--- config.mk ---
export PLATFORM = sky130hd
export DESIGN_NAME = url_percent_decoder
export DESIGN_NICKNAME = d
export VERILOG_FILES = /design/src/rtl/core/upd_pkg.sv /design/src/rtl/core/upd_front.sv /design/src/rtl/core/upd_cmd_queue.sv /design/src/rtl/core/upd_back.sv /design/src/rtl/core/url_percent_decoder.sv
export VERILOG_INCLUDE_DIRS = /design/src /design/src/rtl/core
export SDC_FILE = /design/constraint.sdc
export NUM_CORES = 1
export LEC_CHECK = 0
export BUFFER_PORTS_ARGS = -buffer_cell sky130_fd_sc_hd__clkbuf_2
export CELL_PAD_IN_SITES_DETAIL_PLACEMENT = 0
export CELL_PAD_IN_SITES_GLOBAL_PLACEMENT = 1
export CORE_ASPECT_RATIO = 1.2
export CORE_MARGIN = 5
export CORE_UTILIZATION = 47
export DETAILED_ROUTE_END_ITERATION = 8
export PLACE_DENSITY_LB_ADDON = 0.1
export SYNTH_ARGS = -nofsm -noshare
export SYNTH_HDL_FRONTEND = slang
export SYNTH_SLANG_ARGS = --single-unit
--- constraint.sdc ---
create_clock -name i_clk -period 6.8 [get_ports i_clk]
set_input_delay 0.34 -clock i_clk [delete_from_list [all_inputs] [get_ports i_clk]]
set_output_delay 0.34 -clock i_clk [all_outputs]
set_load 0.02 [all_outputs]
--- src/rtl/core/url_percent_decoder_defines.svh ---
// assertion macros shared by the url percent decoder rtl
`ifndef URL_PERCENT_DECODER_DEFINES_SVH
`define URL_PERCENT_DECODER_DEFINES_SVH

// same-cycle implication, sampled on the block clock, off during reset
`define UPD_ASSERT_NOW(label, ante, cons, msg) \
    label: assert property (@(posedge i_clk) disable iff (!i_rst_n) (ante) |-> (cons)) \
        else $error(msg);

// next-cycle implication, sampled on the block clock, off during reset
`define UPD_ASSERT_NEXT(label, ante, cons, msg) \
    label: assert property (@(posedge i_clk) disable iff (!i_rst_n) (ante) |=> (cons)) \
        else $error(msg);

`endif

--- src/rtl/core/upd_pkg.sv ---
// types, constants and helper functions for the url percent decoder
`timescale 1ns / 1ps
`default_nettype none

package upd_pkg;

    localparam int QUEUE_DEPTH_DEF = 4;

    localparam int CFG_IDX_W  = 1;
    localparam int CFG_DATA_W = 2;

    typedef enum logic [CFG_IDX_W-1:0] {
        CFG_PLUS_AS_SPACE = 1'b0,
        CFG_STOP_MODE     = 1'b1
    } t_cfg_idx;

    localparam logic [7:0] CH_NUL     = 8'h00;
    localparam logic [7:0] CH_PERCENT = 8'h25;
    localparam logic [7:0] CH_PLUS    = 8'h2B;
    localparam logic [7:0] CH_SPACE   = 8'h20;
    localparam logic [7:0] CH_AMP     = 8'h26;
    localparam logic [7:0] CH_EQUALS  = 8'h3D;

    // bytes held of an open escape sequence
    typedef enum logic [1:0] {
        HELD_NONE    = 2'd0,
        HELD_PCT     = 2'd1,
        HELD_PCT_HEX = 2'd2
    } t_held;

    // one result as it leaves the block, run_last added by the back end
    typedef struct packed {
        logic [7:0] data;
        logic       byte_valid;
        logic       token_end;
    } t_res;

    // all results of one request, packed from entry 0 up to entry last
    typedef struct packed {
        t_res [2:0] res;
        logic [1:0] last;
    } t_cmd;

    function automatic logic is_hex(input logic [7:0] c);
        logic dig;
        logic low;
        logic upp;
        dig = (c >= 8'h30) && (c <= 8'h39);
        low = (c >= 8'h61) && (c <= 8'h66);
        upp = (c >= 8'h41) && (c <= 8'h46);
        return dig || low || upp;
    endfunction

    // valid only for hex digits; letters of both cases share the low nibble
    function automatic logic [3:0] hex_nibble(input logic [7:0] c);
        logic [3:0] val;
        if (c <= 8'h39) begin
            val = c[3:0];
        end else begin
            val = c[3:0] + 4'd9;
        end
        return val;
    endfunction

endpackage

`default_nettype wire

--- src/rtl/core/upd_front.sv ---
// front end: classifies each byte, tracks the open escape, builds result commands
`timescale 1ns / 1ps
`default_nettype none

module upd_front
    import upd_pkg::*;
(
    input  wire logic       i_clk,
    input  wire logic       i_rst_n,
    input  wire logic       i_accept,
    input  wire logic [7:0] i_in_byte,
    input  wire logic       i_final_byte,
    input  wire logic       i_plus_as_space,
    input  wire logic [1:0] i_stop_mode,
    output logic            o_cmd_valid,
    output t_cmd            o_cmd
);

    t_held      r_held;
    t_held      n_held;
    logic [7:0] r_held_byte;

    logic       c_hex;
    logic       tail_end;
    logic       tail_hold;
    t_res       tail_res;
    t_res       pct_res;
    t_res       held_res;
    t_res       dec_res;
    logic [7:0] dec_val;
    logic       dec_ok;
    logic [1:0] pre;
    logic       tail_present;
    logic [1:0] cnt;
    t_cmd       cmd;

    // shared classification of the incoming byte as lone text, plus the escape results
    always_comb begin
        c_hex     = is_hex(i_in_byte);
        tail_end  = (i_in_byte == CH_NUL)
                 || ((i_in_byte == CH_AMP) && (i_stop_mode != 2'd0))
                 || ((i_in_byte == CH_EQUALS) && i_stop_mode[1]);
        tail_hold = !tail_end && (i_in_byte == CH_PERCENT) && !i_final_byte;
        if (tail_end) begin
            tail_res = '{data: CH_NUL, byte_valid: 1'b0, token_end: 1'b1};
        end else if (i_plus_as_space && (i_in_byte == CH_PLUS)) begin
            tail_res = '{data: CH_SPACE, byte_valid: 1'b1, token_end: 1'b0};
        end else begin
            tail_res = '{data: i_in_byte, byte_valid: 1'b1, token_end: 1'b0};
        end
        pct_res  = '{data: CH_PERCENT, byte_valid: 1'b1, token_end: 1'b0};
        held_res = '{data: r_held_byte, byte_valid: 1'b1, token_end: 1'b0};
        dec_val  = {hex_nibble(r_held_byte), hex_nibble(i_in_byte)};
        dec_ok   = c_hex && (dec_val != 8'h00);
        dec_res  = '{data: dec_val, byte_valid: 1'b1, token_end: 1'b0};
    end

    // next state
    always_comb begin
        unique case (r_held)
            HELD_NONE: begin
                n_held = tail_hold ? HELD_PCT : HELD_NONE;
            end
            HELD_PCT: begin
                if (!i_final_byte && c_hex) begin
                    n_held = HELD_PCT_HEX;
                end else begin
                    n_held = tail_hold ? HELD_PCT : HELD_NONE;
                end
            end
            HELD_PCT_HEX: begin
                if (dec_ok) begin
                    n_held = HELD_NONE;
                end else begin
                    n_held = tail_hold ? HELD_PCT : HELD_NONE;
                end
            end
            default: begin
                n_held = HELD_NONE;
            end
        endcase
    end

    // outputs: decoded byte, or rejected escape bytes then the byte unless held
    always_comb begin
        pre          = 2'd0;
        tail_present = !tail_hold;
        unique case (r_held)
            HELD_NONE: begin
                pre = 2'd0;
            end
            HELD_PCT: begin
                if (!i_final_byte && c_hex) begin
                    tail_present = 1'b0;
                end else begin
                    pre = 2'd1;
                end
            end
            HELD_PCT_HEX: begin
                if (dec_ok) begin
                    tail_present = 1'b1;
                end else begin
                    pre = 2'd2;
                end
            end
            default: begin
                tail_present = 1'b0;
            end
        endcase

        cnt = pre + {1'b0, tail_present};

        cmd.res[0] = (pre == 2'd0) ? ((r_held == HELD_PCT_HEX) ? dec_res : tail_res)
                                   : pct_res;
        cmd.res[1] = (pre == 2'd1) ? tail_res : held_res;
        cmd.res[2] = tail_res;
        cmd.last   = cnt - 2'd1;
        // final flag closes the token on the last result
        for (int i = 0; i < 3; i++) begin
            if (i_final_byte && (cmd.last == 2'(i))) begin
                cmd.res[i].token_end = 1'b1;
            end
        end

        o_cmd_valid = i_accept && (cnt != 2'd0);
        o_cmd       = cmd;
    end

    always_ff @(posedge i_clk) begin
        if (!i_rst_n) begin
            r_held <= HELD_NONE;
        end else if (i_accept) begin
            r_held <= n_held;
        end
    end

    always_ff @(posedge i_clk) begin
        if (i_accept && (r_held == HELD_PCT)) begin
            r_held_byte <= i_in_byte;
        end
    end

endmodule

`default_nettype wire

--- src/rtl/core/upd_cmd_queue.sv ---
// short queue of result commands between front and back end
`timescale 1ns / 1ps
`default_nettype none

module upd_cmd_queue
    import upd_pkg::*;
#(
    parameter int DEPTH = QUEUE_DEPTH_DEF
) (
    input  wire logic i_clk,
    input  wire logic i_rst_n,
    input  wire logic i_push,
    input  wire t_cmd i_cmd,
    output logic      o_full,
    input  wire logic i_pop,
    output logic      o_valid,
    output t_cmd      o_cmd
);

    localparam int PTR_W = (DEPTH > 1) ? $clog2(DEPTH) : 1;
    localparam int CNT_W = $clog2(DEPTH + 1);

    t_cmd             r_mem [DEPTH];
    logic [PTR_W-1:0] r_wr_ptr;
    logic [PTR_W-1:0] r_rd_ptr;
    logic [CNT_W-1:0] r_count;
    logic             do_push;
    logic             do_pop;

    assign o_full  = (r_count == CNT_W'(DEPTH));
    assign o_valid = (r_count != '0);
    assign o_cmd   = r_mem[r_rd_ptr];
    assign do_push = i_push && !o_full;
    assign do_pop  = i_pop && o_valid;

    function automatic logic [PTR_W-1:0] ptr_inc(input logic [PTR_W-1:0] p);
        logic [PTR_W-1:0] q;
        if (p == PTR_W'(DEPTH - 1)) begin
            q = '0;
        end else begin
            q = p + 1'b1;
        end
        return q;
    endfunction

    always_ff @(posedge i_clk) begin
        if (!i_rst_n) begin
            r_wr_ptr <= '0;
            r_rd_ptr <= '0;
            r_count  <= '0;
        end else begin
            if (do_push) begin
                r_wr_ptr <= ptr_inc(r_wr_ptr);
            end
            if (do_pop) begin
                r_rd_ptr <= ptr_inc(r_rd_ptr);
            end
            if (do_push && !do_pop) begin
                r_count <= r_count + 1'b1;
            end else if (do_pop && !do_push) begin
                r_count <= r_count - 1'b1;
            end
        end
    end

    always_ff @(posedge i_clk) begin
        if (do_push) begin
            r_mem[r_wr_ptr] <= i_cmd;
        end
    end

endmodule

`default_nettype wire

--- src/rtl/core/upd_back.sv ---
// back end: walks each command one result per cycle into the output register, while each result is popped
`timescale 1ns / 1ps
`default_nettype none

module upd_back
    import upd_pkg::*;
(
    input  wire logic i_clk,
    input  wire logic i_rst_n,
    input  wire logic i_cmd_valid,
    input  wire t_cmd i_cmd,
    output logic      o_cmd_pop,
    input  wire logic i_pop,
    output logic      o_empty,
    output logic [7:0] o_out_byte,
    output logic      o_byte_valid,
    output logic      o_token_end,
    output logic      o_run_last
);

    t_res       r_out;
    logic       r_out_last;
    logic       r_out_valid;
    logic [1:0] r_idx;
    t_res       sel;
    logic       is_last;
    logic       load;
    logic       taken;

    always_comb begin
        unique case (r_idx)
            2'd0:    sel = i_cmd.res[0];
            2'd1:    sel = i_cmd.res[1];
            2'd2:    sel = i_cmd.res[2];
            default: sel = i_cmd.res[2];
        endcase
        is_last   = (r_idx == i_cmd.last);
        taken     = i_pop && r_out_valid;
        // refill when empty or while the current result leaves
        load      = i_cmd_valid && (!r_out_valid || taken);
        o_cmd_pop = load && is_last;
    end

    always_ff @(posedge i_clk) begin
        if (!i_rst_n) begin
            r_out_valid <= 1'b0;
            r_idx       <= 2'd0;
        end else begin
            if (load) begin
                r_out_valid <= 1'b1;
                r_idx       <= is_last ? 2'd0 : (r_idx + 2'd1);
            end else if (taken) begin
                r_out_valid <= 1'b0;
            end
        end
    end

    always_ff @(posedge i_clk) begin
        if (load) begin
            r_out      <= sel;
            r_out_last <= is_last;
        end
    end

    assign o_empty      = !r_out_valid;
    assign o_out_byte   = r_out.data;
    assign o_byte_valid = r_out.byte_valid;
    assign o_token_end  = r_out.token_end;
    assign o_run_last   = r_out_last;

endmodule

`default_nettype wire

--- src/rtl/core/url_percent_decoder.sv ---
// top level of the url percent decoder: config registers, front, queue, back
//
//  channel   direction  handshake           payload
//  input     in         push / full         i_in_byte, i_final_byte
//  result    out        empty / pop         o_out_byte, o_byte_valid, o_token_end, o_run_last
//  config    in         i_cfg_we            i_cfg_addr, i_cfg_wdata
//
// one byte is taken per cycle while full is low; the back end emits its results one by one
// a byte that only extends an open escape yields no result
// the command queue (QUEUE_DEPTH entries) absorbs bursts; full rises when all entries are taken
// a result reaches the ports through its queue entry and then the output register
// synchronous reset clears the open escape, the queue, the output valid flag and config
`timescale 1ns / 1ps
`default_nettype none

`include "url_percent_decoder_defines.svh"

module url_percent_decoder
    import upd_pkg::*;
#(
    parameter int QUEUE_DEPTH = QUEUE_DEPTH_DEF
) (
    input  wire logic                  i_clk,
    input  wire logic                  i_rst_n,
    input  wire logic                  push,
    output logic                       full,
    input  wire logic [7:0]            i_in_byte,
    input  wire logic                  i_final_byte,
    output logic                       empty,
    input  wire logic                  pop,
    output logic [7:0]                 o_out_byte,
    output logic                       o_byte_valid,
    output logic                       o_token_end,
    output logic                       o_run_last,
    input  wire logic                  i_cfg_we,
    input  wire logic [CFG_IDX_W-1:0]  i_cfg_addr,
    input  wire logic [CFG_DATA_W-1:0] i_cfg_wdata
);

    logic       r_plus_as_space;
    logic [1:0] r_stop_mode;
    logic       accept;
    logic       w_cmd_push;
    t_cmd       w_cmd_in;
    logic       w_q_valid;
    t_cmd       w_q_cmd;
    logic       w_q_pop;

    always_ff @(posedge i_clk) begin
        if (!i_rst_n) begin
            r_plus_as_space <= 1'b0;
            r_stop_mode     <= 2'd0;
        end else if (i_cfg_we) begin
            unique case (t_cfg_idx'(i_cfg_addr))
                CFG_PLUS_AS_SPACE: r_plus_as_space <= i_cfg_wdata[0];
                CFG_STOP_MODE:     r_stop_mode     <= i_cfg_wdata[1:0];
                default:           r_stop_mode     <= r_stop_mode;
            endcase
        end
    end

    assign accept = push && !full;

    upd_front u_front (
        .i_clk           (i_clk),
        .i_rst_n         (i_rst_n),
        .i_accept        (accept),
        .i_in_byte       (i_in_byte),
        .i_final_byte    (i_final_byte),
        .i_plus_as_space (r_plus_as_space),
        .i_stop_mode     (r_stop_mode),
        .o_cmd_valid     (w_cmd_push),
        .o_cmd           (w_cmd_in)
    );

    upd_cmd_queue #(
        .DEPTH (QUEUE_DEPTH)
    ) u_queue (
        .i_clk   (i_clk),
        .i_rst_n (i_rst_n),
        .i_push  (w_cmd_push),
        .i_cmd   (w_cmd_in),
        .o_full  (full),
        .i_pop   (w_q_pop),
        .o_valid (w_q_valid),
        .o_cmd   (w_q_cmd)
    );

    upd_back u_back (
        .i_clk        (i_clk),
        .i_rst_n      (i_rst_n),
        .i_cmd_valid  (w_q_valid),
        .i_cmd        (w_q_cmd),
        .o_cmd_pop    (w_q_pop),
        .i_pop        (pop),
        .o_empty      (empty),
        .o_out_byte   (o_out_byte),
        .o_byte_valid (o_byte_valid),
        .o_token_end  (o_token_end),
        .o_run_last   (o_run_last)
    );

    // a byteless result is always a token end marker
    `UPD_ASSERT_NOW(a_marker_shape, !empty && !o_byte_valid, o_token_end && (o_out_byte == 8'h00), "byteless result is not a clean token end")
    // the last byte of a text always produces at least one result
    `UPD_ASSERT_NEXT(a_final_makes_result, accept && i_final_byte, w_q_valid, "final byte left no command")
    // with a command waiting, the output register holds a result in the next cycle
    `UPD_ASSERT_NEXT(a_back_drains, w_q_valid, !empty, "back end did not pick up a waiting command")
    // full is only raised by an occupied queue
    `UPD_ASSERT_NOW(a_full_occupied, full, w_q_valid, "full raised with nothing queued")

endmodule

`default_nettype wire
==> results.ini <==
[routing]
first_pass_iters = 4
viasPerCell = 5.54
wl_met1_um = 6480
vias = 4049
ant_nets = 0
wl_met3_um = 723
met2_length_um = 7050
drc = 0
route.top_layer_used = met4
initialDrtViolationCount = 255
routed_wl_um = 14400
post_drt_wl_per_cell_um = 19.7

[floorplanning]
fp.coreArea_um2 = 15600
die_y_um = 148
start_util_pct = 47.7
dieArea_um2 = 18400
die_w_um = 125
ios = 30
core.rowCount = 50

[sta]
clock_skew_ns = 0.00930
min_period_over_period_pct = 65.2
rsz0062_at_grt = no
drv_slew = 0
tightest_slew_ns = 0.759
setup_tns_ns = 0
setup_viol = 0
slew_headroom_pct = 49.2
max_freq_mhz = 225
min_period_ns = 4.44
final-hold-violation-count = 0

[synth]
synthCells = 476
synth_top_cells_by_area = edfxtp_1, mux4_2, dfxtp_1
ys_seq_area_share_pct = 64.0
avgSynthCellArea_um2 = 15.6
synth_top_area_share_pct = 59.4
syn_area_um2 = 7430
async_flop_share_pct = 0
post-synth-top-count-cell = edfxtp_1
ys_types = 67
ys.flop_type = edfxtp_1
synth_area_leader_cell = edfxtp_1
synthesis.nets = 519
ys_seq_elements = 164
yosys_warnings = 0
synth_edf_count = 147
synth_commonest_cells = edfxtp_1, mux4_2, inv_1

[grt]
antenna_found_initial = 0
grt_pass1_wl_um = 23900
track_usage_pct = 16.8
grt_max_degree = 33
grt_overflow = 0
grt_pass1_vias = 4238

[finish]
nets = 553
design_area_um2 = 8410
post-route-util_pct = 54.0
fillers = 1281
final_cells = 731
diodes = 0
areaGrowthSynthToFinish_pct = 13.3
seq_area_um2 = 4760
drive_above_1_share_pct = 23.7
multi_input_area_um2 = 2480

[critical_path]
critPathLaunchType = flop
path_cells = inv_1 > ha_1 > o21ba_2 > o21ai_1 > a41oi_1 > o41ai_1 > nand3_1 > xor2_1 > ha_1 > nor2_1 > ha_1 > inv_1 > fa_1 > xor2_1 > or3_1 > a21boi_0
critical_path_peak_fanout = 7
max_stage_delay_ns = 0.51
slowest_stage = o41ai_1
cp.arrival_ns = 4.78
criticalPathCategory = flop to flop
worst-endpoint-required_ns = 7.14
worst_setup_path_end_kind = flop
critPathTopFamily = compound AO/OA/AOI/OAI gates
worst-path-buf-inv = 2
cp_common_cell = ha_1

[clocking]
clockBufferDepth = 2
cts_resized = 0
cts_tree = done
clk_pin_slew_ns = 0.06
cts_hold_buf = 0
cts_sinks = 164
cts_buffers = 17
post-cts-setup-buffer-count = 0
cts.htree.levels = 4
clk_latency_ns = 0.41
root_buffer = clkbuf_16

[pwr]
intPower_mw = 2.14
p_per_area_nw_per_um2 = 348
p_total_mw = 2.93
peakVddDrop_uv = 170
pwr-share-clk_pct = 33.6
seqPwrFrac_pct = 43.9
pwr-share-comb_pct = 22.5
swShare_pct = 27.0
p_sw_uw = 790
leakage_nw = 2.93

[place]
portBuffers = 29
place_congestion = 0.868
dp_hpwl_um = 9540
dpl_cell_area_um2 = 7800
dp_cells = 699

[status]
status = completed

[worst_hold_path]
hold_path.class = primary input to flop

[run]
cap_violations = 0

[cell type report]
class	instances	share of cell area, %
flip-flops and latches	164	56.5
multi-input cells	261	29.4
clock buffers	19	5.14
well taps	208	3.09
repair buffers	35	2.26
clock inverters	13	2.16
inverters	31	1.38
[through the flow]
stage               hold WS, ns  worst slack [ns]
floorplan                 0.439              2.88
global placement          0.465              2.32
detailed placement        0.477              2.22
CTS                       0.163              2.35
global route              0.179              1.92
finish                    0.178              2.36
[power groups by stage]
| stage | combinational (mW) | clock [mW] | sequential (mW) |
|---|---|---|---|
| after floorplan | 0.450 | 0 | 1.35 |
| after global routing | 0.737 | 1.05 | 1.30 |
| after global placement | 0.678 | 0 | 1.30 |
| after CTS | 0.679 | 1.01 | 1.29 |
| after detailed placement | 0.678 | 0 | 1.31 |
| final | 0.658 | 0.985 | 1.29 |
[placed cells by master (no fill, tap or decap), types with 7 or more instances in the layout]
cell / instances
edfxtp_1: 147
mux4_2: 32
inv_1: 31
clkbuf_2: 29
ha_1: 25
nor2_1: 22
nand2_1: 21
o21ai_0: 18
clkbuf_16: 17
dfxtp_1: 16
nand3_1: 10
a22oi_1: 10
and2_1: 8
a21oi_1: 8
a21boi_0: 8
mux2_4: 8
nor2b_1: 7
[sequential cells by signal, summed over array words and instances (netlist names), named ones only]
name	cells
u_front.r_held_byte	8
u_back.r_idx	2
u_back.r_out_valid	1
u_back.o_byte_valid	1
u_queue.r_mem	128
u_queue.r_rd_ptr	2
u_front.r_held	2
r_plus_as_space	1
u_queue.r_wr_ptr	2
u_back.o_token_end	1
u_back.o_out_byte	8
r_stop_mode	2
u_queue.r_count	3
u_back.o_run_last	1
[worst register-to-register path, cell delays in order (launching register included)]
cell and delay, ns:
edfxtp_1 0.48, inv_1 0.11, ha_1 0.23, o21ba_2 0.23, o21ai_1 0.26, a41oi_1 0.25, o41ai_1 0.51, nand3_1 0.21
xor2_1 0.22, ha_1 0.24, nor2_1 0.31, ha_1 0.25, inv_1 0.06, fa_1 0.37, xor2_1 0.18, or3_1 0.30
a21boi_0 0.15
[kinds of logic (layout without fill, tap and decap cells)]
| group | after synthesis | count (layout) | synth area share (%) |
|---|---|---|---|
| AOI/OAI and AO/OA | 82 | 82 | 8.84 |
| xor gates and xnor gates | 7 | 7 | 0.825 |
| adders and majority gates | 26 | 26 | 4.48 |
| buffers and inverters | 51 | 98 | 2.64 |
| DFF | 164 | 164 | 64.0 |
| muxes | 44 | 44 | 11.9 |
| and+or+nand+nor | 102 | 102 | 7.34 |
[per-layer routing]
| metal | track usage [%] | vias up |
|---|---|---|
| met2 | 27.4 | 90 |
| met1 | 22.4 | 2026 |
| li1 | - | 1923 |
| met4 | 5.21 | 0 |
| met3 | 4.41 | 10 |
| met5 | 0 | - |
[final timing paths]
path	start	end	slack (ns)	cells after the start
min reg2reg	r_stop_mode[0]	r_stop_mode[0]	0.47	2
min	i_cfg_wdata[1]	r_stop_mode[1]	0.18	3
max reg2reg	u_front.r_held_byte[0]	u_queue.r_count[2]	2.36	16
max	u_front.r_held_byte[0]	u_queue.r_count[2]	2.36	16
(Power assumes the default switching activity.)
